--- config.mk ---
export PLATFORM = sky130hd
export DESIGN_NAME = cosine_similarity_accumulator_top
export DESIGN_NICKNAME = d
export VERILOG_FILES = /design/src/rtl/csa_pkg.sv /design/src/rtl/csa_front.sv /design/src/rtl/csa_fifo.sv /design/src/rtl/csa_back.sv /design/src/rtl/cosine_similarity_accumulator_top.sv
export VERILOG_INCLUDE_DIRS = /design/src /design/src/rtl
export SDC_FILE = /design/constraint.sdc
export NUM_CORES = 2
export LEC_CHECK = 0
export BUFFER_PORTS_ARGS = -buffer_cell sky130_fd_sc_hd__buf_2
export CORE_ASPECT_RATIO = 0.75
export CORE_UTILIZATION = 30
export CTS_CLUSTER_SIZE = 24
export DETAILED_ROUTE_END_ITERATION = 12
export GPL_TIMING_DRIVEN = 1
export HOLD_SLACK_MARGIN = 0.05
export SLEW_MARGIN = 40
export SYNTH_ARGS = -nofsm -noshare
export SYNTH_HDL_FRONTEND = slang
export SYNTH_SLANG_ARGS = --single-unit
--- constraint.sdc ---
create_clock -name aclk -period 20.2 [get_ports aclk]
set_input_delay 2.02 -clock aclk [delete_from_list [all_inputs] [get_ports aclk]]
set_output_delay 2.02 -clock aclk [all_outputs]
set_load 0.005 [all_outputs]
--- src/rtl/assert_macros.svh ---
// ----------------------------------------------------------------------------
// Assertion macros
// Clocked concurrent assertion wrappers, disabled during reset.
// ----------------------------------------------------------------------------
`ifndef ASSERT_MACROS_SVH
`define ASSERT_MACROS_SVH

// Plain clocked property.
`define ASSERT_CLK(label, prop, msg) \
    label: assert property (@(posedge aclk) disable iff (!aresetn) (prop)) else $error(msg);

// Same-cycle implication.
`define ASSERT_IMPL(label, ante, cons, msg) \
    label: assert property (@(posedge aclk) disable iff (!aresetn) (ante) |-> (cons)) \
        else $error(msg);

`endif

--- src/rtl/csa_pkg.sv ---
// ----------------------------------------------------------------------------
// csa_pkg
// Shared constants and types of the cosine similarity accumulator.
// ----------------------------------------------------------------------------
package csa_pkg;

    localparam int ELEM_WIDTH_DEF = 16;
    localparam int MAX_LEN_DEF    = 128;

    localparam int FRAC_BITS   = 15;
    localparam int SIM_W       = FRAC_BITS + 1;
    localparam int Q_W         = FRAC_BITS + 1;
    localparam int K_W         = $clog2(Q_W);
    localparam int SCALE_SHIFT = 2 * FRAC_BITS;

    localparam logic [SIM_W-1:0] SIM_MAX = {1'b0, {(SIM_W-1){1'b1}}};

    localparam int QUEUE_DEPTH = 2;
    localparam int QCNT_W      = $clog2(QUEUE_DEPTH + 1);
    localparam int QPTR_W      = (QUEUE_DEPTH > 1) ? $clog2(QUEUE_DEPTH) : 1;

    typedef struct packed {
        logic [QCNT_W-1:0] count;
        logic              empty;
    } q_status_t;

    typedef enum logic [4:0] {
        ST_IDLE = 5'b00001,
        ST_MULP = 5'b00010,
        ST_MULR = 5'b00100,
        ST_ROOT = 5'b01000,
        ST_DONE = 5'b10000
    } state_t;

endpackage

--- src/rtl/csa_front.sv ---
// ----------------------------------------------------------------------------
// csa_front
// Accepts element pairs, forms products, accumulates and queues finished
// vectors.
// ----------------------------------------------------------------------------
module csa_front #(
    parameter int ELEM_WIDTH = csa_pkg::ELEM_WIDTH_DEF,
    parameter int MAX_LEN    = csa_pkg::MAX_LEN_DEF,
    parameter int NORM_W     = 2 * ELEM_WIDTH - 1 + $clog2(MAX_LEN),
    parameter int JOB_W      = 3 * NORM_W + 2
) (
    input  logic                         aclk,
    input  logic                         aresetn,
    input  logic                         s_valid,
    output logic                         s_ready,
    input  logic signed [ELEM_WIDTH-1:0] s_elem_a,
    input  logic signed [ELEM_WIDTH-1:0] s_elem_b,
    input  logic                         s_last_pair,
    input  csa_pkg::q_status_t           q_status,
    output logic                         push,
    output logic [JOB_W-1:0]             push_data
);

    localparam int CNT_W  = $clog2(MAX_LEN + 1);
    localparam int DOT_W  = NORM_W + 1;
    localparam int PROD_W = 2 * ELEM_WIDTH;
    localparam int OCC_W  = csa_pkg::QCNT_W + 1;

    logic                     accept;
    logic                     acc_en;
    logic                     job_ovf;
    logic [OCC_W-1:0]         occupancy;

    logic [CNT_W-1:0]         count_reg, count_next;
    logic                     ovf_reg, ovf_next;

    logic signed [PROD_W-1:0] mul_ab;
    logic signed [PROD_W-1:0] mul_aa;
    logic signed [PROD_W-1:0] mul_bb;

    logic                     pv_reg;
    logic                     plast_reg;
    logic                     povf_reg;
    logic signed [PROD_W-1:0] prod_ab_reg;
    logic signed [PROD_W-1:0] prod_aa_reg;
    logic signed [PROD_W-1:0] prod_bb_reg;

    logic signed [DOT_W-1:0]  dot_reg, dot_sum;
    logic [NORM_W-1:0]        na_reg, na_sum;
    logic [NORM_W-1:0]        nb_reg, nb_sum;

    // a last request still in the product stage holds a queue slot
    assign occupancy = OCC_W'(q_status.count) + OCC_W'(pv_reg & plast_reg);
    assign s_ready   = occupancy < OCC_W'(csa_pkg::QUEUE_DEPTH);
    assign accept    = s_valid & s_ready;
    assign acc_en    = count_reg < CNT_W'(MAX_LEN);
    assign job_ovf   = ovf_reg | ~acc_en;

    assign mul_ab = s_elem_a * s_elem_b;
    assign mul_aa = s_elem_a * s_elem_a;
    assign mul_bb = s_elem_b * s_elem_b;

    always_comb begin
        count_next = count_reg;
        ovf_next   = ovf_reg;
        if (accept) begin
            if (s_last_pair) begin
                count_next = '0;
                ovf_next   = 1'b0;
            end else begin
                if (acc_en) begin
                    count_next = count_reg + CNT_W'(1);
                end
                ovf_next = job_ovf;
            end
        end
    end

    always_ff @(posedge aclk) begin
        if (!aresetn) begin
            count_reg <= '0;
            ovf_reg   <= 1'b0;
            pv_reg    <= 1'b0;
        end else begin
            count_reg <= count_next;
            ovf_reg   <= ovf_next;
            pv_reg    <= accept;
        end
    end

    always_ff @(posedge aclk) begin
        if (accept) begin
            plast_reg   <= s_last_pair;
            povf_reg    <= job_ovf;
            prod_ab_reg <= acc_en ? mul_ab : '0;
            prod_aa_reg <= acc_en ? mul_aa : '0;
            prod_bb_reg <= acc_en ? mul_bb : '0;
        end
    end

    assign dot_sum = dot_reg + DOT_W'(prod_ab_reg);
    assign na_sum  = na_reg + NORM_W'($unsigned(prod_aa_reg));
    assign nb_sum  = nb_reg + NORM_W'($unsigned(prod_bb_reg));

    assign push      = pv_reg & plast_reg;
    assign push_data = {povf_reg, dot_sum, na_sum, nb_sum};

    always_ff @(posedge aclk) begin
        if (!aresetn) begin
            dot_reg <= '0;
            na_reg  <= '0;
            nb_reg  <= '0;
        end else if (pv_reg) begin
            if (plast_reg) begin
                dot_reg <= '0;
                na_reg  <= '0;
                nb_reg  <= '0;
            end else begin
                dot_reg <= dot_sum;
                na_reg  <= na_sum;
                nb_reg  <= nb_sum;
            end
        end
    end

endmodule

--- src/rtl/csa_fifo.sv ---
// ----------------------------------------------------------------------------
// csa_fifo
// Short request queue between the accumulating front and the divider back.
// ----------------------------------------------------------------------------
module csa_fifo #(
    parameter int DATA_W = 8
) (
    input  logic               aclk,
    input  logic               aresetn,
    input  logic               push,
    input  logic [DATA_W-1:0]  push_data,
    input  logic               pop,
    output logic [DATA_W-1:0]  pop_data,
    output csa_pkg::q_status_t status
);

    localparam int PW = csa_pkg::QPTR_W;
    localparam int CW = csa_pkg::QCNT_W;

    logic [DATA_W-1:0] mem [csa_pkg::QUEUE_DEPTH];
    logic [PW-1:0]     wr_ptr_reg, rd_ptr_reg;
    logic [CW-1:0]     count_reg;

    function automatic logic [PW-1:0] ptr_inc(input logic [PW-1:0] p);
        return (p == PW'(csa_pkg::QUEUE_DEPTH - 1)) ? '0 : p + PW'(1);
    endfunction

    always_ff @(posedge aclk) begin
        if (push) begin
            mem[wr_ptr_reg] <= push_data;
        end
    end

    always_ff @(posedge aclk) begin
        if (!aresetn) begin
            wr_ptr_reg <= '0;
            rd_ptr_reg <= '0;
            count_reg  <= '0;
        end else begin
            if (push) begin
                wr_ptr_reg <= ptr_inc(wr_ptr_reg);
            end
            if (pop) begin
                rd_ptr_reg <= ptr_inc(rd_ptr_reg);
            end
            if (push && !pop) begin
                count_reg <= count_reg + CW'(1);
            end else if (pop && !push) begin
                count_reg <= count_reg - CW'(1);
            end
        end
    end

    assign pop_data     = mem[rd_ptr_reg];
    assign status.count = count_reg;
    assign status.empty = (count_reg == '0);

endmodule

--- src/rtl/csa_back.sv ---
// ----------------------------------------------------------------------------
// csa_back
// Takes queued sums, forms normA*normB and dot^2 with a shift-add multiplier,
// builds the Q1.15 quotient bit by bit and holds the result for output.
// ----------------------------------------------------------------------------
module csa_back #(
    parameter int NORM_W = 38,
    parameter int JOB_W  = 3 * NORM_W + 2
) (
    input  logic                            aclk,
    input  logic                            aresetn,
    input  logic                            q_empty,
    input  logic [JOB_W-1:0]                pop_data,
    output logic                            pop,
    output logic                            m_valid,
    input  logic                            m_ready,
    output logic signed [csa_pkg::SIM_W-1:0] m_similarity,
    output logic                            m_zero_norm,
    output logic                            m_too_long
);

    localparam int DOT_W = NORM_W + 1;
    localparam int PW    = 2 * NORM_W;
    localparam int CW    = PW + csa_pkg::SCALE_SHIFT + 3;
    localparam int MC_W  = $clog2(NORM_W);
    localparam int SW    = csa_pkg::SIM_W;
    localparam int QW    = csa_pkg::Q_W;
    localparam int KW    = csa_pkg::K_W;

    csa_pkg::state_t state_reg, state_next;

    logic                    job_ovf;
    logic signed [DOT_W-1:0] job_dot;
    logic [NORM_W-1:0]       job_na, job_nb;
    logic [DOT_W-1:0]        job_abs;

    logic                    neg_reg, zero_reg, ovf_reg;
    logic [NORM_W-1:0]       mag_reg;

    logic [PW-1:0]           acc_reg, acc_step;
    logic [PW-1:0]           mcand_reg;
    logic [NORM_W-1:0]       mplier_reg;
    logic [MC_W-1:0]         mcnt_reg;
    logic                    mul_last;

    logic [CW-1:0]           r_reg, s_reg, tk_reg, pk_reg, cand;
    logic [QW-1:0]           q_reg;
    logic [KW-1:0]           k_reg;
    logic                    fits;

    logic                    load_out;
    logic [SW:0]             q_neg;
    logic [SW-1:0]           sim_val;
    logic                    m_valid_reg;
    logic [SW-1:0]           sim_reg;
    logic                    zero_out_reg, ovf_out_reg;

    assign {job_ovf, job_dot, job_na, job_nb} = pop_data;
    assign job_abs = job_dot[DOT_W-1] ? DOT_W'(-job_dot) : DOT_W'(job_dot);

    assign pop      = (state_reg == csa_pkg::ST_IDLE) & ~q_empty;
    assign acc_step = acc_reg + (mplier_reg[0] ? mcand_reg : '0);
    assign mul_last = (mcnt_reg == MC_W'(NORM_W - 1));
    assign cand     = s_reg + tk_reg + pk_reg;
    assign fits     = (cand <= r_reg);
    assign load_out = (state_reg == csa_pkg::ST_DONE) & (~m_valid_reg | m_ready);

    always_comb begin
        state_next = state_reg;
        case (state_reg)
            csa_pkg::ST_IDLE: begin
                if (!q_empty) begin
                    if (job_na == '0 || job_nb == '0) begin
                        state_next = csa_pkg::ST_DONE;
                    end else begin
                        state_next = csa_pkg::ST_MULP;
                    end
                end
            end
            csa_pkg::ST_MULP: begin
                if (mul_last) begin
                    state_next = csa_pkg::ST_MULR;
                end
            end
            csa_pkg::ST_MULR: begin
                if (mul_last) begin
                    state_next = csa_pkg::ST_ROOT;
                end
            end
            csa_pkg::ST_ROOT: begin
                if (k_reg == '0) begin
                    state_next = csa_pkg::ST_DONE;
                end
            end
            csa_pkg::ST_DONE: begin
                if (load_out) begin
                    state_next = csa_pkg::ST_IDLE;
                end
            end
            default: begin
                state_next = csa_pkg::ST_IDLE;
            end
        endcase
    end

    always_ff @(posedge aclk) begin
        if (!aresetn) begin
            state_reg <= csa_pkg::ST_IDLE;
        end else begin
            state_reg <= state_next;
        end
    end

    // datapath
    always_ff @(posedge aclk) begin
        case (state_reg)
            csa_pkg::ST_IDLE: begin
                neg_reg    <= job_dot[DOT_W-1];
                zero_reg   <= (job_na == '0) || (job_nb == '0);
                ovf_reg    <= job_ovf;
                mag_reg    <= NORM_W'(job_abs);
                acc_reg    <= '0;
                mcand_reg  <= PW'(job_na);
                mplier_reg <= job_nb;
                mcnt_reg   <= '0;
                q_reg      <= '0;
            end
            csa_pkg::ST_MULP, csa_pkg::ST_MULR: begin
                if (mul_last) begin
                    acc_reg    <= '0;
                    mcand_reg  <= PW'(mag_reg);
                    mplier_reg <= mag_reg;
                    mcnt_reg   <= '0;
                    if (state_reg == csa_pkg::ST_MULP) begin
                        pk_reg <= CW'(acc_step) << csa_pkg::SCALE_SHIFT;
                    end else begin
                        r_reg  <= CW'(acc_step) << csa_pkg::SCALE_SHIFT;
                        s_reg  <= '0;
                        tk_reg <= '0;
                        k_reg  <= KW'(QW - 1);
                    end
                end else begin
                    acc_reg    <= acc_step;
                    mcand_reg  <= mcand_reg << 1;
                    mplier_reg <= mplier_reg >> 1;
                    mcnt_reg   <= mcnt_reg + MC_W'(1);
                end
            end
            csa_pkg::ST_ROOT: begin
                // S = q^2 P, Tk = q P << (k+1), Pk = P << 2k
                if (fits) begin
                    s_reg        <= cand;
                    tk_reg       <= (tk_reg + (pk_reg << 1)) >> 1;
                    q_reg[k_reg] <= 1'b1;
                end else begin
                    tk_reg <= tk_reg >> 1;
                end
                pk_reg <= pk_reg >> 2;
                k_reg  <= k_reg - KW'(1);
            end
            default: begin
            end
        endcase
    end

    assign q_neg = -{1'b0, q_reg};

    always_comb begin
        if (zero_reg) begin
            sim_val = '0;
        end else if (neg_reg) begin
            sim_val = q_neg[SW-1:0];
        end else if (q_reg > csa_pkg::SIM_MAX) begin
            sim_val = csa_pkg::SIM_MAX;
        end else begin
            sim_val = q_reg;
        end
    end

    always_ff @(posedge aclk) begin
        if (!aresetn) begin
            m_valid_reg <= 1'b0;
        end else if (load_out) begin
            m_valid_reg <= 1'b1;
        end else if (m_ready) begin
            m_valid_reg <= 1'b0;
        end
    end

    always_ff @(posedge aclk) begin
        if (load_out) begin
            sim_reg      <= sim_val;
            zero_out_reg <= zero_reg;
            ovf_out_reg  <= ovf_reg;
        end
    end

    assign m_valid      = m_valid_reg;
    assign m_similarity = $signed(sim_reg);
    assign m_zero_norm  = zero_out_reg;
    assign m_too_long   = ovf_out_reg;

endmodule

--- src/rtl/cosine_similarity_accumulator_top.sv ---
// Flow: the last pair passes the product registers, then is pushed into the queue;
//   the back multiplies and takes the root; a vector with a zero norm skips both.
// Throughput: one pair per cycle while s_ready is high; the back takes one vector
//   at a time, paced by the bit-serial shift-add multiplier and the bit-wise root.
// Reset: synchronous active-low aresetn clears sums, counters, queue and state.
// ----------------------------------------------------------------------------
// cosine_similarity_accumulator_top
// Streams element pairs and emits dot / sqrt(normA*normB) as Q1.15.
// ----------------------------------------------------------------------------
`include "assert_macros.svh"

module cosine_similarity_accumulator_top #(
    parameter int MAX_LEN    = csa_pkg::MAX_LEN_DEF,
    parameter int ELEM_WIDTH = csa_pkg::ELEM_WIDTH_DEF
) (
    input  logic                              aclk,
    input  logic                              aresetn,
    input  logic                              s_valid,
    output logic                              s_ready,
    input  logic signed [ELEM_WIDTH-1:0]      s_elem_a,
    input  logic signed [ELEM_WIDTH-1:0]      s_elem_b,
    input  logic                              s_last_pair,
    output logic                              m_valid,
    input  logic                              m_ready,
    output logic signed [csa_pkg::SIM_W-1:0]  m_similarity,
    output logic                              m_zero_norm,
    output logic                              m_too_long
);

    localparam int NORM_W = 2 * ELEM_WIDTH - 1 + $clog2(MAX_LEN);
    localparam int JOB_W  = 3 * NORM_W + 2;

    localparam logic [csa_pkg::QCNT_W-1:0] Q_FULL = csa_pkg::QCNT_W'(csa_pkg::QUEUE_DEPTH);

    csa_pkg::q_status_t q_status;
    logic               push, pop;
    logic [JOB_W-1:0]   push_data, pop_data;

    csa_front #(
        .ELEM_WIDTH (ELEM_WIDTH),
        .MAX_LEN    (MAX_LEN),
        .NORM_W     (NORM_W),
        .JOB_W      (JOB_W)
    ) u_front (
        .aclk        (aclk),
        .aresetn     (aresetn),
        .s_valid     (s_valid),
        .s_ready     (s_ready),
        .s_elem_a    (s_elem_a),
        .s_elem_b    (s_elem_b),
        .s_last_pair (s_last_pair),
        .q_status    (q_status),
        .push        (push),
        .push_data   (push_data)
    );

    csa_fifo #(
        .DATA_W (JOB_W)
    ) u_fifo (
        .aclk      (aclk),
        .aresetn   (aresetn),
        .push      (push),
        .push_data (push_data),
        .pop       (pop),
        .pop_data  (pop_data),
        .status    (q_status)
    );

    csa_back #(
        .NORM_W (NORM_W),
        .JOB_W  (JOB_W)
    ) u_back (
        .aclk         (aclk),
        .aresetn      (aresetn),
        .q_empty      (q_status.empty),
        .pop_data     (pop_data),
        .pop          (pop),
        .m_valid      (m_valid),
        .m_ready      (m_ready),
        .m_similarity (m_similarity),
        .m_zero_norm  (m_zero_norm),
        .m_too_long   (m_too_long)
    );

    `ASSERT_CLK(a_q_bound, q_status.count <= Q_FULL, "queue overfilled")
    `ASSERT_IMPL(a_push_room, push, q_status.count < Q_FULL, "push into full queue")
    `ASSERT_IMPL(a_pop_data, pop, !q_status.empty, "pop from empty queue")
    `ASSERT_IMPL(a_zero_sim, m_valid && m_zero_norm, m_similarity == '0, "zero norm, non-zero result")

endmodule
== After elaboration in Yosys (flattened, before gate mapping) ==
Memories as Yosys holds them, arrays and structs flattened. A register that Yosys moved wholly into a read port is not among the register bits.
Index checks and enable logic that the tools add are counted.

* $add $sub $neg: 17
* Multipliers: 3
* Divide/modulo/power cells: 0
* $lt $le $gt $ge: 6
* Equal/unequal tests: 15
* Shift-type cells: 0
* Mux-type cells: 51
* Bitwise operators: 12
* Reductions and logical operators: 24

{| class="wikitable"
|+ Operators with widths
! kind !! number
|-
| 109-bit one-hot mux with 2 select lines || 3
|-
| 109-bit 2-to-1 mux || 5
|-
| 109-bit adder || 3
|-
| 76-bit one-hot mux with 2 select lines || 2
|-
| 76-bit 2-to-1 mux || 3
|-
| 38-bit 2-to-1 mux || 4
|-
| 109-bit by 106-bit less-or-equal comparator with 1-bit output || 1
|-
| 108-bit 2-to-1 mux || 1
|-
| 16-bit by 16-bit multiplier with 32-bit output || 3
|-
| 38-bit by 32-bit adder with 38-bit output || 2
|-
| 76-bit adder || 1
|-
| 38-bit zero test || 2
|-
| 38-bit one-hot mux with 2 select lines || 1
|-
| 16-bit 2-to-1 mux || 3
|-
| 39-bit by 32-bit adder with 39-bit output || 1
|-
| 39-bit 2-to-1 mux || 1
|-
| 38-bit negation || 1
|-
| 16-bit one-hot mux with 2 select lines || 1
|-
| 5-bit 2-to-1 mux || 6
|-
| 5-bit one-hot mux with 5 select lines || 1
|-
| 16-bit by 15-bit greater-than comparator with 1-bit output, second input constant || 1
|-
| 8-bit 2-to-1 mux || 2
|-
| 16-bit negation || 1
|-
| 16-bit bitwise OR || 1
|-
| other kinds (40) || 78
|}

* Register bits: 911
* Latch bits: 0
* Memory bits (writable): 232
* Bits in read-only memories: 0
* Bits of input ports: 37
* Output and inout port bits: 20
* Logic and storage cells: 162
* Memories: 1

{| class="wikitable"
|+ Memory list
! memory !! depth !! bits a word !! read ports !! clocked after memory_dff !! write ports !! RTL line !! RTL
|-
| u_fifo.mem || 2 || 116 || 1 || 1 || 1 || csa_fifo.sv:20 || <nowiki>logic [DATA_W-1:0] mem [csa_pkg::QUEUE_DEPTH];</nowiki>
|}

== Longest topological paths before layout ==
* Depth after elaboration: 7
* Mapped depth: 37
* Mapped depth without buffers: 34

== Modules after synthesis ==
From an unflattened synthesis, not the netlist that was laid out.

* Cells, all modules: 10073
* Area total of the unflattened synthesis: 99807.0 um2

{| class="wikitable"
|+ Modules (own cells, without submodules)
! module !! times used !! cells an instance !! area an instance (um2) !! sequential area each (um2)
|-
| csa_back || 1 || 5259 || 50505.9 || 20359.5
|-
| csa_front || 1 || 4432 || 40565.2 || 5385.2
|-
| csa_fifo || 1 || 382 || 8735.9 || 7066.8
|}

== Worst setup path before layout ==
Ideal clock, no wire load.

* Path type: flip-flop to flip-flop
* Start: register u_back.pk_reg[1]
* End: register u_back.s_reg[0], enable pin
* Setup time: 0.727 ns
* Data arrival time: 10.835 ns
* Data required time: 19.473 ns
* Path slack: 8.638 ns
* Cell stages (with the launch flop): 35
* Buffers on the path: 2
* Clock period less this slack: 11.562 ns
* Cells stage by stage: edfxtp_1 -> fa_1 -> ha_1 -> inv_1 -> fa_1 -> nor2b_1 -> o21ai_0 -> a211oi_1 -> nor3_1 -> a21oi_1 -> a221oi_1 -> a2111o_1 -> a2111oi_0 -> o2111ai_1 -> a211o_1 -> o21a_1 -> o21ai_1 -> xnor2_1 -> ha_1 -> nand3_1 -> nor4_1 -> nand4_1 -> nor4_1 -> o2111ai_1 -> nor4_1 -> nand4_1 -> nor4_2 -> nand3_1 -> o41ai_1 -> and3_1 -> o21a_4 -> buf_6 -> buf_4 -> nand2_1 -> o21ai_0

* Longest elaborated chain between the ends: 4

{| class="wikitable"
|+ Ends and longest elaborated chain
! what !! RTL line !! RTL
|-
| start: declaration || csa_back.sv:46 || <nowiki>logic [CW-1:0] r_reg, s_reg, tk_reg, pk_reg, cand;</nowiki>
|-
| start signal: assignment || csa_back.sv:135 || <nowiki>pk_reg <= CW'(acc_step) << csa_pkg::SCALE_SHIFT;</nowiki>
|-
| start signal: assignment || csa_back.sv:158 || <nowiki>pk_reg <= pk_reg >> 2;</nowiki>
|-
| 109-bit adder || csa_back.sv:64 || <nowiki>assign cand = s_reg + tk_reg + pk_reg;</nowiki>
|-
| net u_back.cand[105] || csa_back.sv:46 ||
|-
| 109-bit by 106-bit less-or-equal comparator with 1-bit output || csa_back.sv:65 || <nowiki>assign fits = (cand <= r_reg);</nowiki>
|-
| 2-bit by 1-bit != test with 1-bit output (no source line) || - ||
|-
| 4-bit AND reduction (no source line) || - ||
|-
| end signal: assignment || csa_back.sv:152 || <nowiki>s_reg <= cand;</nowiki>
|-
| end: declaration || csa_back.sv:46 ||
|}

The timed path passes the listed nets, and every way through them passes these cells.
A chain may end at the register's enable or synchronous reset.

== Worst setup path after layout ==
* Start: register u_back.pk_reg[1]
* End: register u_back.s_reg[23], enable pin

Same word-level chain as after synthesis.

==> summary by stage <==
Die
The initialized floorplan defines 181 standard-cell rows. The die covers 329,000 um^2. The starting utilization of the core area is 0.302. The die boundary width is 662 um. The die is 497 um tall. During I/O placement, the number of pins put on the boundary was 57. The placeable core area is 325,000 um^2.

Pwr
The maximum ir drop on the vdd rail is 0.223 mV. Of the total power, combinational logic draws 0.639. The relative contribution of sequential cells to total power is 0.234. Internal power comes to 9.57 mW. The completed layout was analyzed and its total power is 17.5 mW. The leakage dissipation is 43.7 nW. The switching share of total power is 0.452. Dividing total power by cell area gives a power density of 163 nW/um^2.

The clock network fraction of design power is 0.127. The analysis attributes to net switching a power of around 7.9 mW.

Cells and area
The summed area of non-filler cells in the final layout is ~110,000 um^2. The library cell used most frequently in the layout, excluding fill and tap cells, is sky130_fd_sc_hd__inv_1. The flip-flop count of the largest register after layout is 232.

The net total in the final layout is 11,321. The fraction of layout instances using a drive strength above 1 is 0.0444. The post-synthesis to final-layout area growth is 8.98%.

In the layout the commonest cells are sky130_fd_sc_hd__inv_1, sky130_fd_sc_hd__edfxtp_1, sky130_fd_sc_hd__nand2_1. For this run, the share of the core covered by cells in the final layout is 0.329.

Synthesis
The primary flip-flop cell chosen by synthesis mapping is sky130_fd_sc_hd__edfxtp_1. The biggest area contributor in the post-synthesis netlist is sky130_fd_sc_hd__edfxtp_1. After synthesis the cells add up to around 98,000 um^2. The number of flops mapped to enable cells by yosys is 1,002.

Yosys printed 0 warnings. Ranked by total cell area, the synthesized netlist is headed by sky130_fd_sc_hd__edfxtp_1, sky130_fd_sc_hd__fa_1, sky130_fd_sc_hd__ha_1, sky130_fd_sc_hd__inv_1, sky130_fd_sc_hd__nand2_1. The number of distinct library cells after synthesis is 87. The number of standard cells after synthesis is 9,887. The number of flip-flops and latches in the synthesized netlist is about 1,100.

The post-synthesis async set-or-reset flop share is 0. The synthesized net count is 11,507. For this run, the register share of the synthesized area comes to 0.335. Of the post-synthesis cell area, the dominant cell type holds 0.307.

A synthesized cell averages just under 10 um^2.

GRT
The total overflow reported by the global router is 0. The number of antenna violations at the first check in global routing is 10. For this run, global-route usage on met2 was measured as 0.214. The met1 global-route usage is 0.249. The first global-routing pass estimated 405 mm of wire.

The global-route met3 utilization is 0.0247. The global-route total usage across every layer is 0.154. The via count of the first global-routing pass is 68,894. The global routing stage identified its most utilized layer as met1. The largest net degree at the start of global routing is about 160.

Critical path
The type of the worst setup path is reg2reg. STA classifies the critical path endpoint as a flop. The maximum fanout count along the critical path is 59.

On the critical path, the stage with the largest delay is an instance of sky130_fd_sc_hd__nor4_2. The maximum single-stage delay on the critical path is 780 ps. The worst register-to-register path begins at u_back.pk_reg[1]. In this run the critical register-to-register path is captured at u_back.s_reg[23]. The critical path capture point is u_back.s_reg[23]. STA puts the critical path data required time at just over 20,000 ps. The launching element of the worst setup path is u_back.pk_reg[1]. The worst register-to-register path has a setup slack of 8470 ps. The critical path startpoint category is a flop.

Among the stages of the critical path, the cell type that occurs most often is sky130_fd_sc_hd__o21ai_0. At the worst endpoint, the arrival time is 12,070 ps. For the worst flop-to-flop path, the logic depth is 35.

Route
The number of detailed-route iterations in the first pass is 6. The detailed router finished its first iteration with 6,049 violations. The count of nets left with antenna violations once routing finished came out at 0. After detailed routing, the number of vias per cell comes to 5.00. After detailed routing, the number of remaining DRC violations is 0. Dividing the detail-routed wire length by the instance count gives 18.2 um. For this block, the via count after detailed routing is 70,442. Wires add up to 257 mm.

STA
The setup clock skew after layout is 56.3 ps. The highest attainable clock frequency is 85.2 MHz. Adding up every negative setup slack in the final design gives 0 ps. At the pin with the least slew margin, the transition time is 961 ps. The relative slew slack is 0.353.

The max-slew violation total from the final report is 0. Dividing the final minimum period by the clock period gives 0.581. The time the final worst path needs with I/O delays and setup is 11,730 ps.

Setup repair after global routing left no endpoint under its margin. The number of hold violations in the final report is 0. The count of endpoints failing setup in the final report is 0.

CTS
Once the clock tree was built, the resizer swapped 0 gates to a different size. The later-pin clock latency in the skew report is 750 ps. The longest clock path from root to sink contains 3 buffers. Post-CTS timing repair inserted 0 buffers for setup.

TritonCTS created 108 clock buffers. The CTS tree is yes. The H-tree was split into 3 levels.

The cts-stage hold buffer count is 0. The clock transition at the registers of the reported paths is 70 ps. In this run the clock root is driven by a sky130_fd_sc_hd__clkbuf_16. The total number of clock tree sinks is 1,138.

Worst hold path
The path category of the worst min-delay check is reg2reg.

Placed design
In this run the tool buffered the top-level ports with 56 buffer cells. The congestion estimate from routability-driven global placement came to 0.882. The wire-length estimate of the detail-placed layout is between 150 and 200 mm. The placed instances occupy a cell area of 103,000 um^2.

Run
Across the run, the number of max-cap violations was 0.

Status
The flow ran to the end, and the final reports show no timing, DRC or antenna violations.
==> cells in the mapped netlist, drive strengths merged, types with 42 or more instances <==
library cell and number:
dfxtp 136, nor2b 154, a31oi 71, a211oi 128, mux2i 109, xnor2 328
o21bai 79, nand3 173, nand4 133, nor2 603, o21ai 462, xor2 202
buf 42, nand2 852, and3 62, a22oi 95, edfxtp 1002, and2 491
fa 849, ha 734, o21a 69, inv 1106, a21oi 638, nand2b 95
clkbuf 395, nor3 137, a21o 306
==> cell type report <==
cell class / instances / area, um^2
fill: 33269 / 218000
multi-input combinational: 7200 / 59600
sequential: 1138 / 32800
tap: 4300 / 5380
inverter: 1112 / 4180
clock buffer: 133 / 2930
timing repair buffer: 141 / 1100
clock inverter: 71 / 892
antenna: 3 / 7.51
==> logic make-up after synthesis <==
| kind of cell | synth area share |
|---|---|
| fa+ha+maj | 0.267 |
| simple gates | 0.142 |
| compound gates | 0.137 |
| mux | 0.0119 |
| flops | 0.335 |
| xor+xnor | 0.0473 |
| buf+inv | 0.0601 |
==> power groups by stage <==
stage	registers [mW]	clock network [mW]	logic, mW
final	4.10	2.22	11.2
after global routing	4.14	2.34	12.6
after CTS	4.09	2.26	11.2
after detailed placement	4.14	0	11.1
after global placement	4.14	0	11.0
after floorplan	4.12	0	8.38
==> worst min path at each step <==
stage | cells past startpoint | startpoint | to
2_1_floorplan | 0 | u_back.ovf_reg | u_back.m_too_long
3_3_place_gp | 0 | u_front.povf_reg | u_fifo.mem[0][115]
3_5_place_dp | 0 | u_front.povf_reg | u_fifo.mem[0][115]
4_1_cts | 0 | u_front.povf_reg | u_fifo.mem[0][115]
5_1_grt | 0 | u_front.povf_reg | u_fifo.mem[1][115]
6_report | 0 | u_front.povf_reg | u_fifo.mem[0][115]
==> through the flow <==
step           std cells  setup WS (ps)  hold WS [ps]
4_1_cts            14090           8370           452
6_report           14098           8470           454
3_3_place_gp       13883           8090           425
5_1_grt            14096           7760           467
3_5_place_dp       13886           8430           439
2_1_floorplan       9887           8640           400
==> worst max-delay path: cells and delay by family (launching register included) <==
family | cells | cell delay (ps)
AO/OA/AOI/OAI | 14 | 4490
AND/OR/NAND/NOR | 12 | 3180
adder cells (fa/ha/maj) | 4 | 1520
buffers and inverters | 4 | 1500
flip-flops | 1 | 440
XOR/XNOR | 1 | 130
==> routing by layer <==
| layer | wire length, um | vias up |
|---|---|---|
| met4 | 3950 | 0 |
| met1 | 135000 | 34605 |
| met2 | 101000 | 1943 |
| li1 | - | 33659 |
| met5 | 0 | - |
| met3 | 17100 | 235 |
Power figures use the tool's default switching activity.
